<file path="config.mk">
export PLATFORM = sky130hd
export DESIGN_NAME = sixteen_bit_load_stack_unit_flat
export DESIGN_NICKNAME = d
export VERILOG_FILES = /design/src/design/sbls_pkg.sv /design/src/design/sbls_if.sv /design/src/design/sixteen_bit_load_stack_unit.sv /design/src/flat_wrapper.sv
export SDC_FILE = /design/constraint.sdc
export NUM_CORES = 1
export LEC_CHECK = 0
export ABC_AREA = 1
export BUFFER_PORTS_ARGS = -buffer_cell sky130_fd_sc_hd__buf_2
export CAP_MARGIN = 20
export CORE_UTILIZATION = 30
export DETAILED_ROUTE_END_ITERATION = 8
export GPL_ROUTABILITY_DRIVEN = 0
export GPL_TIMING_DRIVEN = 1
export PLACE_DENSITY = 0.46
export SYNTH_ARGS = -nofsm -noshare
export SYNTH_HDL_FRONTEND = slang
export SYNTH_SLANG_ARGS = --single-unit
</file>
<file path="constraint.sdc">
create_clock -name i_clk -period 8.55 [get_ports i_clk]
set_input_delay 1.2825 -clock i_clk [delete_from_list [all_inputs] [get_ports i_clk]]
set_output_delay 1.2825 -clock i_clk [all_outputs]
set_load 0.05 [all_outputs]
</file>
<file path="src/design/sbls_pkg.sv">
// sbls_pkg: shared types and constants for the 16-bit load and stack unit
// opcode codes, decode masks, machine cycle counts and the result word type
// no dependencies
package sbls_pkg;

    // opcode decode masks
    localparam logic [7:0] OP_GROUP_MASK = 8'hCF;
    localparam logic [7:0] PAIR_FIELD    = 8'h30;
    localparam logic [7:0] NIBBLE_HI     = 8'hF0;

    // opcodes, with the pair field cleared for the grouped ones
    localparam logic [7:0] OP_LD_RR_NN = 8'h01;
    localparam logic [7:0] OP_LD_SP_HL = 8'hF9;
    localparam logic [7:0] OP_PUSH     = 8'hC5;
    localparam logic [7:0] OP_POP      = 8'hC1;
    localparam logic [7:0] OP_LDHL     = 8'hF8;
    localparam logic [7:0] OP_LD_NN_SP = 8'h08;

    // pair select codes from the pair field
    localparam logic [1:0] SEL_BC = 2'd0;
    localparam logic [1:0] SEL_DE = 2'd1;
    localparam logic [1:0] SEL_HL = 2'd2;
    localparam logic [1:0] SEL_AF = 2'd3;

    // machine cycle counts
    localparam logic [2:0] MC_NONE     = 3'd0;
    localparam logic [2:0] MC_LD_RR_NN = 3'd3;
    localparam logic [2:0] MC_LD_SP_HL = 3'd2;
    localparam logic [2:0] MC_PUSH     = 3'd4;
    localparam logic [2:0] MC_POP      = 3'd3;
    localparam logic [2:0] MC_LDHL     = 3'd3;
    localparam logic [2:0] MC_LD_NN_SP = 3'd5;

    // status codes
    localparam logic ST_OK          = 1'b0;
    localparam logic ST_UNSUPPORTED = 1'b1;

    // one result word
    typedef struct packed {
        logic        status;
        logic        write_enable;
        logic [15:0] write_address;
        logic [7:0]  write_data;
        logic        last;
        logic [2:0]  machine_cycles;
        logic [15:0] sp_after;
        logic [15:0] bc_after;
        logic [15:0] de_after;
        logic [15:0] hl_after;
        logic [15:0] af_after;
    } t_result;

endpackage

</file>
<file path="src/design/sbls_if.sv">
// sbls_if: valid/ready channel interfaces for the instruction and result words
// no dependencies
interface sbls_in_if;
    logic       valid;
    logic       ready;
    logic [7:0] opcode_byte;
    logic [7:0] imm_low;
    logic [7:0] imm_high;
    logic [7:0] pop_low;
    logic [7:0] pop_high;

    modport source(output valid, opcode_byte, imm_low, imm_high, pop_low, pop_high,
                   input ready);
    modport sink(input valid, opcode_byte, imm_low, imm_high, pop_low, pop_high,
                 output ready);
endinterface

interface sbls_out_if;
    logic        valid;
    logic        ready;
    logic        status;
    logic        write_enable;
    logic [15:0] write_address;
    logic [7:0]  write_data;
    logic        last;
    logic [2:0]  machine_cycles;
    logic [15:0] sp_after;
    logic [15:0] bc_after;
    logic [15:0] de_after;
    logic [15:0] hl_after;
    logic [15:0] af_after;

    modport source(output valid, status, write_enable, write_address, write_data, last,
                   machine_cycles, sp_after, bc_after, de_after, hl_after, af_after,
                   input ready);
    modport sink(input valid, status, write_enable, write_address, write_data, last,
                 machine_cycles, sp_after, bc_after, de_after, hl_after, af_after,
                 output ready);
endinterface

</file>
<file path="src/design/sixteen_bit_load_stack_unit.sv">
// channel   | modport | word
// ----------+---------+------------------------------------------------------
// i_in      | sink    | opcode_byte, imm_low, imm_high, pop_low, pop_high
// o_out     | source  | status, write, last, machine_cycles, register pairs
//
// an instruction is decoded and executed in the cycle it is accepted; its
// results appear on o_out the next cycle. one-result instructions sustain one
// word per cycle while o_out is ready; push and ld (nn),sp give two words and
// hold off i_in until the single pending slot behind the output register has
// drained. i_rst_n (synchronous) clears the register file, sp and both output
// slots. a stalled o_out holds its word; i_in.ready drops while the pending
// slot is occupied or while the output word waits on a stalled o_out.
//
// 16-bit load and stack unit; uses sbls_pkg and sbls_if
module sixteen_bit_load_stack_unit (
    input  logic       i_clk,
    input  logic       i_rst_n,
    sbls_in_if.sink    i_in,
    sbls_out_if.source o_out
);

    // architectural state
    logic [15:0] r_bc, r_de, r_hl, r_af, r_sp;
    logic [15:0] n_bc, n_de, n_hl, n_af, n_sp;

    // output register and pending second word
    sbls_pkg::t_result r_out, r_pend;
    logic              r_out_valid, r_pend_valid;
    sbls_pkg::t_result n_res1, n_res2;
    logic              n_two;

    logic accept;

    assign i_in.ready = !r_pend_valid && (!r_out_valid || o_out.ready);
    assign accept     = i_in.valid && i_in.ready;

    // decode and execute
    always_comb begin
        logic [7:0]  op;
        logic [1:0]  sel;
        logic [7:0]  grp;
        logic [15:0] imm;
        logic [15:0] pair;
        logic [15:0] ext;
        logic [15:0] sum;
        logic [4:0]  half;
        logic [8:0]  full;
        logic        ok;
        logic        we;
        logic [15:0] addr1, addr2;
        logic [7:0]  data1, data2;
        logic [2:0]  mc;

        op    = i_in.opcode_byte;
        sel   = 2'((op & sbls_pkg::PAIR_FIELD) >> 4);
        grp   = op & sbls_pkg::OP_GROUP_MASK;
        imm   = {i_in.imm_high, i_in.imm_low};
        ext   = {{8{i_in.imm_low[7]}}, i_in.imm_low};
        sum   = r_sp + ext;
        half  = {1'b0, r_sp[3:0]} + {1'b0, i_in.imm_low[3:0]};
        full  = {1'b0, r_sp[7:0]} + {1'b0, i_in.imm_low};
        n_bc  = r_bc;
        n_de  = r_de;
        n_hl  = r_hl;
        n_af  = r_af;
        n_sp  = r_sp;
        ok    = 1'b1;
        we    = 1'b0;
        n_two = 1'b0;
        addr1 = '0;
        addr2 = '0;
        data1 = '0;
        data2 = '0;
        mc    = sbls_pkg::MC_NONE;

        // source pair for push
        case (sel)
            sbls_pkg::SEL_BC: pair = r_bc;
            sbls_pkg::SEL_DE: pair = r_de;
            sbls_pkg::SEL_HL: pair = r_hl;
            sbls_pkg::SEL_AF: pair = r_af;
            default:          pair = r_bc;
        endcase

        if (grp == sbls_pkg::OP_LD_RR_NN) begin
            mc = sbls_pkg::MC_LD_RR_NN;
            case (sel)
                sbls_pkg::SEL_BC: n_bc = imm;
                sbls_pkg::SEL_DE: n_de = imm;
                sbls_pkg::SEL_HL: n_hl = imm;
                sbls_pkg::SEL_AF: n_sp = imm;
                default:          n_sp = imm;
            endcase
        end else if (op == sbls_pkg::OP_LD_SP_HL) begin
            mc   = sbls_pkg::MC_LD_SP_HL;
            n_sp = r_hl;
        end else if (grp == sbls_pkg::OP_PUSH) begin
            mc    = sbls_pkg::MC_PUSH;
            we    = 1'b1;
            n_two = 1'b1;
            addr1 = r_sp - 16'd1;
            addr2 = r_sp - 16'd2;
            data1 = pair[15:8];
            data2 = pair[7:0];
            n_sp  = r_sp - 16'd2;
        end else if (grp == sbls_pkg::OP_POP) begin
            mc   = sbls_pkg::MC_POP;
            n_sp = r_sp + 16'd2;
            case (sel)
                sbls_pkg::SEL_BC: n_bc = {i_in.pop_high, i_in.pop_low};
                sbls_pkg::SEL_DE: n_de = {i_in.pop_high, i_in.pop_low};
                sbls_pkg::SEL_HL: n_hl = {i_in.pop_high, i_in.pop_low};
                sbls_pkg::SEL_AF: n_af = {i_in.pop_high, i_in.pop_low & sbls_pkg::NIBBLE_HI};
                default:          n_bc = {i_in.pop_high, i_in.pop_low};
            endcase
        end else if (op == sbls_pkg::OP_LDHL) begin
            // flags: half carry out of bit 3, carry out of bit 7
            mc   = sbls_pkg::MC_LDHL;
            n_hl = sum;
            n_af = {r_af[15:8], 2'b00, half[4], full[8], 4'b0000};
        end else if (op == sbls_pkg::OP_LD_NN_SP) begin
            mc    = sbls_pkg::MC_LD_NN_SP;
            we    = 1'b1;
            n_two = 1'b1;
            addr1 = imm;
            addr2 = imm + 16'd1;
            data1 = r_sp[7:0];
            data2 = r_sp[15:8];
        end else begin
            ok = 1'b0;
        end

        n_res1.status         = ok ? sbls_pkg::ST_OK : sbls_pkg::ST_UNSUPPORTED;
        n_res1.write_enable   = we;
        n_res1.write_address  = addr1;
        n_res1.write_data     = data1;
        n_res1.last           = !n_two;
        n_res1.machine_cycles = mc;
        n_res1.sp_after       = n_sp;
        n_res1.bc_after       = n_bc;
        n_res1.de_after       = n_de;
        n_res1.hl_after       = n_hl;
        n_res1.af_after       = n_af;

        n_res2               = n_res1;
        n_res2.write_address = addr2;
        n_res2.write_data    = data2;
        n_res2.last          = 1'b1;
    end

    // register file and stack pointer
    always_ff @(posedge i_clk) begin
        if (!i_rst_n) begin
            r_bc <= '0;
            r_de <= '0;
            r_hl <= '0;
            r_af <= '0;
            r_sp <= '0;
        end else if (accept) begin
            r_bc <= n_bc;
            r_de <= n_de;
            r_hl <= n_hl;
            r_af <= n_af;
            r_sp <= n_sp;
        end
    end

    // output slot control
    always_ff @(posedge i_clk) begin
        if (!i_rst_n) begin
            r_out_valid  <= 1'b0;
            r_pend_valid <= 1'b0;
        end else if (accept) begin
            r_out_valid  <= 1'b1;
            r_pend_valid <= n_two;
        end else if (r_out_valid && o_out.ready) begin
            r_out_valid  <= r_pend_valid;
            r_pend_valid <= 1'b0;
        end
    end

    // output slot payload
    always_ff @(posedge i_clk) begin
        if (accept) begin
            r_out  <= n_res1;
            r_pend <= n_res2;
        end else if (r_out_valid && o_out.ready && r_pend_valid) begin
            r_out <= r_pend;
        end
    end

    // drive result channel
    assign o_out.valid          = r_out_valid;
    assign o_out.status         = r_out.status;
    assign o_out.write_enable   = r_out.write_enable;
    assign o_out.write_address  = r_out.write_address;
    assign o_out.write_data     = r_out.write_data;
    assign o_out.last           = r_out.last;
    assign o_out.machine_cycles = r_out.machine_cycles;
    assign o_out.sp_after       = r_out.sp_after;
    assign o_out.bc_after       = r_out.bc_after;
    assign o_out.de_after       = r_out.de_after;
    assign o_out.hl_after       = r_out.hl_after;
    assign o_out.af_after       = r_out.af_after;

endmodule

</file>
<file path="src/flat_wrapper.sv">
// flat-port wrapper written by rule: the top's interface ports become plain ports
module sixteen_bit_load_stack_unit_flat 
  (i_clk, i_rst_n, i_in_valid, i_in_opcode_byte, i_in_imm_low, i_in_imm_high, i_in_pop_low, i_in_pop_high, i_in_ready, o_out_valid, o_out_status, o_out_write_enable, o_out_write_address, o_out_write_data, o_out_last, o_out_machine_cycles, o_out_sp_after, o_out_bc_after, o_out_de_after, o_out_hl_after, o_out_af_after, o_out_ready);
  sbls_in_if i_in_i ();
  sbls_out_if o_out_i ();
  input  logic i_clk;
  input  logic i_rst_n;
  input wire logic [$bits(i_in_i.valid)-1:0] i_in_valid;
  input wire logic [$bits(i_in_i.opcode_byte)-1:0] i_in_opcode_byte;
  input wire logic [$bits(i_in_i.imm_low)-1:0] i_in_imm_low;
  input wire logic [$bits(i_in_i.imm_high)-1:0] i_in_imm_high;
  input wire logic [$bits(i_in_i.pop_low)-1:0] i_in_pop_low;
  input wire logic [$bits(i_in_i.pop_high)-1:0] i_in_pop_high;
  output wire logic [$bits(i_in_i.ready)-1:0] i_in_ready;
  output wire logic [$bits(o_out_i.valid)-1:0] o_out_valid;
  output wire logic [$bits(o_out_i.status)-1:0] o_out_status;
  output wire logic [$bits(o_out_i.write_enable)-1:0] o_out_write_enable;
  output wire logic [$bits(o_out_i.write_address)-1:0] o_out_write_address;
  output wire logic [$bits(o_out_i.write_data)-1:0] o_out_write_data;
  output wire logic [$bits(o_out_i.last)-1:0] o_out_last;
  output wire logic [$bits(o_out_i.machine_cycles)-1:0] o_out_machine_cycles;
  output wire logic [$bits(o_out_i.sp_after)-1:0] o_out_sp_after;
  output wire logic [$bits(o_out_i.bc_after)-1:0] o_out_bc_after;
  output wire logic [$bits(o_out_i.de_after)-1:0] o_out_de_after;
  output wire logic [$bits(o_out_i.hl_after)-1:0] o_out_hl_after;
  output wire logic [$bits(o_out_i.af_after)-1:0] o_out_af_after;
  input wire logic [$bits(o_out_i.ready)-1:0] o_out_ready;
  assign i_in_i.valid = i_in_valid;
  assign i_in_i.opcode_byte = i_in_opcode_byte;
  assign i_in_i.imm_low = i_in_imm_low;
  assign i_in_i.imm_high = i_in_imm_high;
  assign i_in_i.pop_low = i_in_pop_low;
  assign i_in_i.pop_high = i_in_pop_high;
  assign i_in_ready = i_in_i.ready;
  assign o_out_valid = o_out_i.valid;
  assign o_out_status = o_out_i.status;
  assign o_out_write_enable = o_out_i.write_enable;
  assign o_out_write_address = o_out_i.write_address;
  assign o_out_write_data = o_out_i.write_data;
  assign o_out_last = o_out_i.last;
  assign o_out_machine_cycles = o_out_i.machine_cycles;
  assign o_out_sp_after = o_out_i.sp_after;
  assign o_out_bc_after = o_out_i.bc_after;
  assign o_out_de_after = o_out_i.de_after;
  assign o_out_hl_after = o_out_i.hl_after;
  assign o_out_af_after = o_out_i.af_after;
  assign o_out_i.ready = o_out_ready;
  sixteen_bit_load_stack_unit u_core (.i_clk(i_clk), .i_rst_n(i_rst_n), .i_in(i_in_i), .o_out(o_out_i));
endmodule
</file>
======== After elaboration in Yosys (flattened, before gate mapping) ========
Cells that the tools add are included.
word-level totals
  word-level logic and storage cells ...... 131
  bits of input ports ..................... 44
  flip-flop bits (word level) ............. 301
cells by class
  equal/unequal tests ..................... 9
  add/subtract/negate cells ............... 7
  multiplexer cells ....................... 75
  reductions and logical operators ........ 12
operators with widths
  kind                                                                   number
  16-bit 2-to-1 mux                                                      39
  110-bit 2-to-1 mux                                                     2
  8-bit 2-to-1 mux                                                       11
  16-bit one-hot mux with 4 select lines                                 1
  3-bit 2-to-1 mux                                                       6
  16-bit by 1-bit adder with 16-bit output (second input constant)       1
  16-bit adder                                                           1
  16-bit by 2-bit adder with 16-bit output (second input constant)       1
  8-bit == test (second input constant)                                  2
  1-bit 2-to-1 mux                                                       16
  16-bit by 1-bit subtractor with 16-bit output (second input constant)  1
  16-bit by 2-bit subtractor with 16-bit output (second input constant)  1
  6-bit == test (second input constant)                                  2
  8-bit by 8-bit adder with 9-bit output                                 1
  8-bit by 4-bit == test with 1-bit output (second input constant)       1
  6-bit by 1-bit == test with 1-bit output (second input constant)       1
  4-bit by 4-bit adder with 5-bit output                                 1
  2-bit == test (second input constant)                                  2
  1-bit logical AND                                                      4
  2-bit nonzero test                                                     2
  1-bit zero test                                                        3
  2-bit by 1-bit == test with 1-bit output (second input constant)       1
  2-bit zero test                                                        1
  2-bit OR reduction                                                     1
  1-bit logical OR                                                       1

======== Logic depth before layout (Yosys ltp) ========
  depth in word-level cells ............... 9
  gate-level depth with buffers ........... 15

======== Worst setup path after synthesis ========
OpenSTA, ideal clock, no wires.
  kind .................................... input port to flip-flop
  start ................................... input o_out_ready
  end ..................................... register u_core.r_sp[14]
  slack ................................... 2168 ps
  setup time .............................. 76 ps
  required time ........................... 8474 ps
  arrival ................................. 6307 ps
  stages .................................. 9
  cells stage by stage .................... nand2_1 nand2_1 inv_1 nor2_1 nand2_1 inv_1 clkbuf_1 nand2_1 a21oi_1
between the ends
  word-level cells in the longest chain between the ends .. 3
ends and longest elaborated chain
  what                    line                                RTL
  start: declaration      flat_wrapper.sv:27                  input wire logic [$bits(o_out_i.ready)-1:0] o_out_ready;
  1-bit logical OR        sixteen_bit_load_stack_unit.sv:34   assign i_in.ready = !r_pend_valid && (!r_out_valid || o_out.ready);
  1-bit logical AND       sixteen_bit_load_stack_unit.sv:34
  via i_in_ready          flat_wrapper.sv:14                  output wire logic [$bits(i_in_i.ready)-1:0] i_in_ready;
  1-bit logical AND       sixteen_bit_load_stack_unit.sv:35   assign accept = i_in.valid && i_in.ready;
  via u_core.accept       sixteen_bit_load_stack_unit.sv:32   logic accept;
  end signal: assignment  sixteen_bit_load_stack_unit.sv:164  r_sp <= n_sp;
  end: declaration        sixteen_bit_load_stack_unit.sv:23   logic [15:0] r_bc, r_de, r_hl, r_af, r_sp;
The timed path passes the listed nets, and every way through them passes these cells.
A chain may end at the register's enable or synchronous reset.

======== Worst setup path after layout ========
  start ................................... input o_out_ready
  end ..................................... register u_core.r_out (netlist bit u_core.o_out.write_data[1]) (enable)
between the ends
  word-level cells in the longest chain between the ends .. 4
  elaborated cells between the ends (all ways) .. 6
  those cells by class .................... reduce/logical (6)
ends and longest elaborated chain
  what                              line                                RTL
  1-bit logical OR                  sixteen_bit_load_stack_unit.sv:34
  1-bit logical AND                 sixteen_bit_load_stack_unit.sv:34
  1-bit logical AND                 sixteen_bit_load_stack_unit.sv:35
  2-bit nonzero test (no line) (*)  n/a
  end signal: assignment            sixteen_bit_load_stack_unit.sv:185  r_out <= n_res1;
  end signal: assignment            sixteen_bit_load_stack_unit.sv:188  r_out <= r_pend;
  end: declaration                  sixteen_bit_load_stack_unit.sv:27   sbls_pkg::t_result r_out, r_pend;
Every way passes the cells marked *; elsewhere a longest branch is shown, timed or not.

==> run_results.csv <==
group,metric,value,unit
clocking,numCtsBuffers,35,
synth,synth-compound-area-share,17.3,%
synth,synth_top_family_by_area,"simple AND/OR/NAND/NOR gates",
detailed_routing,routed_wl,62200,um
setup_path,critPathTopFamily,"simple AND/OR/NAND/NOR gates",
setup_path,max_stage_delay,0.91,ns
die,start_util,30.5,%
synth,synth_fa_ha_area_share,1.68,%
detailed_routing,drc,9,
clocking,cts_tree,"built",
timing,holdWs,0.483,ns
timing,rsz0062_at_grt,"no",
setup_path,timing.rr.end,"u_core.o_out.write_data[1]$_DFFE_PP_",
die,placementRows,84,
synth,synthSimpleGateAreaFrac,22.6,%
timing,setup_violations,0,
detailed_routing,drtIter0Drc,1592,
global_routing,grt_pass1_vias,13109,
clocking,htreeDepth,2,
synth,yosys-top-cells-area,"edfxtp_1 (41%), nand2_1 (15%), dfxtp_1 (10%)",
timing,setup_tns,0,ns
min_path,hp-class,"register to register",
die,boundaryPins,156,
cells_and_area,drive_above_1_share,14.7,%
timing,finClkSkew,0.0253,ns
setup_path,start_kind,"input port",
timing,finalCriticalPeriod,3.70,ns
synth,synth_top_area_share,40.8,%
global_routing,grt_overflow,0,
synth,netlist.top_cell.by_area,"edfxtp_1",
clocking,cts.sink_count,301,
timing,fin_crit_sh,43.2,%
pwr,comb_power_share,13.7,%
status,violations,"DRC",
detailed_routing,routedWlPerCell,22.6,um
clocking,cts_buffer_depth,3,
synth,synth_mux_area_share,0,%
pwr,power.internal,2.61,mW
min_path,worstHoldEndpoint,"u_core.r_hl[15]$_SDFFE_PN0P_",
timing,max_freq,271,MHz
synth,ys_types,61,
pwr,power.share.switching,29.3,%
detailed_routing,vias,14495,
setup_path,worstSetupEndpointType,"register",
global_routing,grtUsageTotal,22.4,%
placement,portBuffers,155,
synth,synth_ff_type,"edfxtp_1",
setup_path,crit_chain,"buf_2 > nand2_1 > nand2_1 > inv_1 > nor2_1 > nand2_4 > nand2_4 > buf_4",
synth,synth_nets,2006,
placement,hpwl,43600,um
detailed_routing,vias_per_cell,5.27,
die,die_w,234,um
setup_path,crit_fanout,62,
die,dieArea,54700,um2
setup_path,path_buf_inv,3,
clocking,holdBufCountCts,0,
global_routing,grt_max_degree,82,
die,die_h,234,um
detailed_routing,first_pass_iters,7,
timing,worst_slew_pin_slew,1.17,ns
global_routing,antenna_found_initial,3,
job,cap_violations,0,
setup_path,rr_startpoint,"u_core.o_out.valid$_SDFFE_PN0P_",
synth,yosysSeqAreaShare,50.9,%
synth,async_flop_share,0,%
timing,maxSlewHeadroom,22.2,%
setup_path,arrival,3.87,ns
clocking,cts_resized,0,
cells_and_area,utilization,34.9,%
die,core,52900,um2
timing,drv_slew,0,
min_path,whs_path_depth,2,
synth,synth_xor_area_share,0.706,%
min_path,hold_start,"u_core.r_hl[15]$_SDFFE_PN0P_",
pwr,p_clk_share,40.2,%
global_routing,grt_pass1_wl,89000,um
clocking,post_cts_buffers,0,
setup_path,reg2reg_depth,7,
pwr,p_switching,1.08,mW
synth,synth_area_per_cell,8.31,um2
clocking,clkLatencyLatePin,0.57,ns
pwr,ir_drop,0.111,mV
setup_path,cp_slowest_cell,"nand2_4",
clocking,cts-root-buf,"clkbuf_16",
pwr,p_leak,7.64,nW
setup_path,timing_worst_setup_path_type,"input port to register",
cells_and_area,syn2layout_area_growth,14.5,%
setup_path,crit_required,8.73,ns
synth,synth_enable_flop_cells,219,
timing,hold_viol,0,
synth,yosys_warnings,0,
detailed_routing,antenna_left,0,
synth,synth_area,16100,um2
clocking,clkTransAtPathRegs,0.06,ns
synth,syn_inst,1941,
pwr,power-per-cell-area,200,nW/um2
synth,synth_seq_cells,301,
cells_and_area,nets,2103,
pwr,power_frac_seq,46.1,%
setup_path,reg2reg_setup_slack,5.31,ns
status,status,"finished, violations left",
cells_and_area,n_antenna_cell,0,
-- cell usage after synthesis, types with 6 or more instances --
| library cell | instances |
|---|---|
| inv_1 | 136 |
| o22ai_1 | 16 |
| ha_1 | 20 |
| nand3_1 | 74 |
| clkbuf_1 | 52 |
| a21oi_1 | 164 |
| a31oi_1 | 6 |
| a221oi_1 | 7 |
| edfxtp_1 | 219 |
| a21oi_2 | 32 |
| nor2_1 | 92 |
| nand4_1 | 18 |
| nor2_2 | 6 |
| nor3_1 | 14 |
| nand2_1 | 633 |
| a32o_1 | 11 |
| inv_2 | 11 |
| o21ai_1 | 16 |
| buf_4 | 6 |
| dfxtp_1 | 82 |
| nand2_2 | 8 |
| o21ai_0 | 171 |
| xor2_1 | 10 |
| o31ai_1 | 7 |
| buf_2 | 41 |
| o211ai_1 | 24 |
-- layout by cell type (no fill, tap or decap), types with 3 or more instances in the layout --
cell type    n
buf_4       12
nor2_1      92
o221ai_1     5
o31ai_1      7
buf_2      155
dfxtp_1     82
a21boi_0     4
o211ai_1    24
nand2_4      6
edfxtp_1   219
a21oi_2     32
nand2_1    631
ha_1        20
nor2_2       6
a21oi_1    164
nor3_1      14
clkinv_1     3
xnor2_1      3
a221oi_1     7
nand4_1     18
nand3_1     74
clkbuf_1    13
clkbuf_8     4
o21ai_0    171
clkbuf_16   36
nor2_4       4
xor2_1      10
inv_1      135
inv_2       11
inv_6        3
nand2_2      8
a31oi_1      6
o22ai_1     16
a32o_1      11
o21ai_1     16
clkinv_2     6
-- worst max path at each step --
| stage | slack [ns] | endpoint | depth (start not counted) | startpoint |
|---|---|---|---|---|
| global route | 4.58 | u_core.r_hl[12]$_SDFFE_PN0P_ | 10 | o_out_ready |
| detailed placement | 4.17 | u_core.o_out.write_data[5]$_DFFE_PP_ | 8 | o_out_ready |
| CTS | 4.74 | u_core.o_out.write_data[0]$_DFFE_PP_ | 8 | o_out_ready |
| global placement | 4.16 | u_core.o_out.af_after[3]$_DFFE_PP_ | 8 | o_out_ready |
| finish | 4.85 | u_core.o_out.write_data[1]$_DFFE_PP_ | 8 | o_out_ready |
| floorplan | 2.17 | u_core.r_sp[14]$_SDFFE_PN0P_ | 9 | o_out_ready |
-- cells by family (layout without fill, tap and decap cells) --
family	Yosys count	after routing
compound gates	479	479
xor+xnor	13	13
fa+ha+maj	21	21
buf+inv	259	383
flops	301	301
simple gates	868	868
-- metal layers --
layer	routed length (um)	vias to the layer above	track usage (%)
met5	13	-	0
met4	2320	2	8.60
met3	4570	104	3.93
met2	27500	611	34.1
met1	27800	6959	31.5
li1	-	6819	-
-- cell type report --
type,count,area [um2]
clock inverters,11,103
fillers,5546,34400
flip-flops and latches,301,8220
well taps,688,861
inverters,152,583
clock buffers,53,1000
repair buffers,167,866
multi-input cells,1381,6840
-- sequential cells by signal, indices dropped and copies added (netlist names) --
signal / cells
u_core.o_out.hl_after: 16
u_core.r_bc: 16
u_core.o_out.af_after: 16
u_core.o_out.bc_after: 16
u_core.r_de: 16
u_core.o_out.write_address: 16
u_core.o_out.last: 1
u_core.o_out.write_enable: 1
u_core.o_out.de_after: 16
u_core.r_pend_valid: 1
u_core.o_out.valid: 1
u_core.o_out.status: 1
u_core.o_out.write_data: 8
u_core.r_sp: 16
u_core.r_pend: 109
u_core.o_out.sp_after: 16
u_core.o_out.machine_cycles: 3
u_core.r_hl: 16
u_core.r_af: 16
-- worst reg2reg max path, cell delays in order, from the launching register on --
cell     delay, ns
dfxtp_1       0.35
nand2_1       0.08
nand2_1       0.06
inv_1         0.04
nor2_1        0.19
nand2_4       0.41
nand2_4       0.91
buf_4         0.78
-- stage by stage --
stage	total power, mW	std cells	instance area, um2	setup WS (ns)
after detailed placement	2.24	2689	17400	4.17
final	3.69	2753	18500	4.85
after global placement	2.23	2689	17400	4.16
after CTS	3.72	2753	18500	4.74
after global routing	3.82	2753	18500	4.58
after floorplan	2.07	1941	16100	2.17
-- power by group through the flow --
| stage | registers, mW | clock network [mW] | logic, mW |
|---|---|---|---|
| detailed placement | 1.73 | 0 | 0.504 |
| global placement | 1.73 | 0 | 0.503 |
| CTS | 1.70 | 1.52 | 0.506 |
| finish | 1.70 | 1.48 | 0.504 |
| global route | 1.71 | 1.58 | 0.538 |
| floorplan | 1.88 | 0 | 0.192 |
Power figures use the tool's default switching activity.
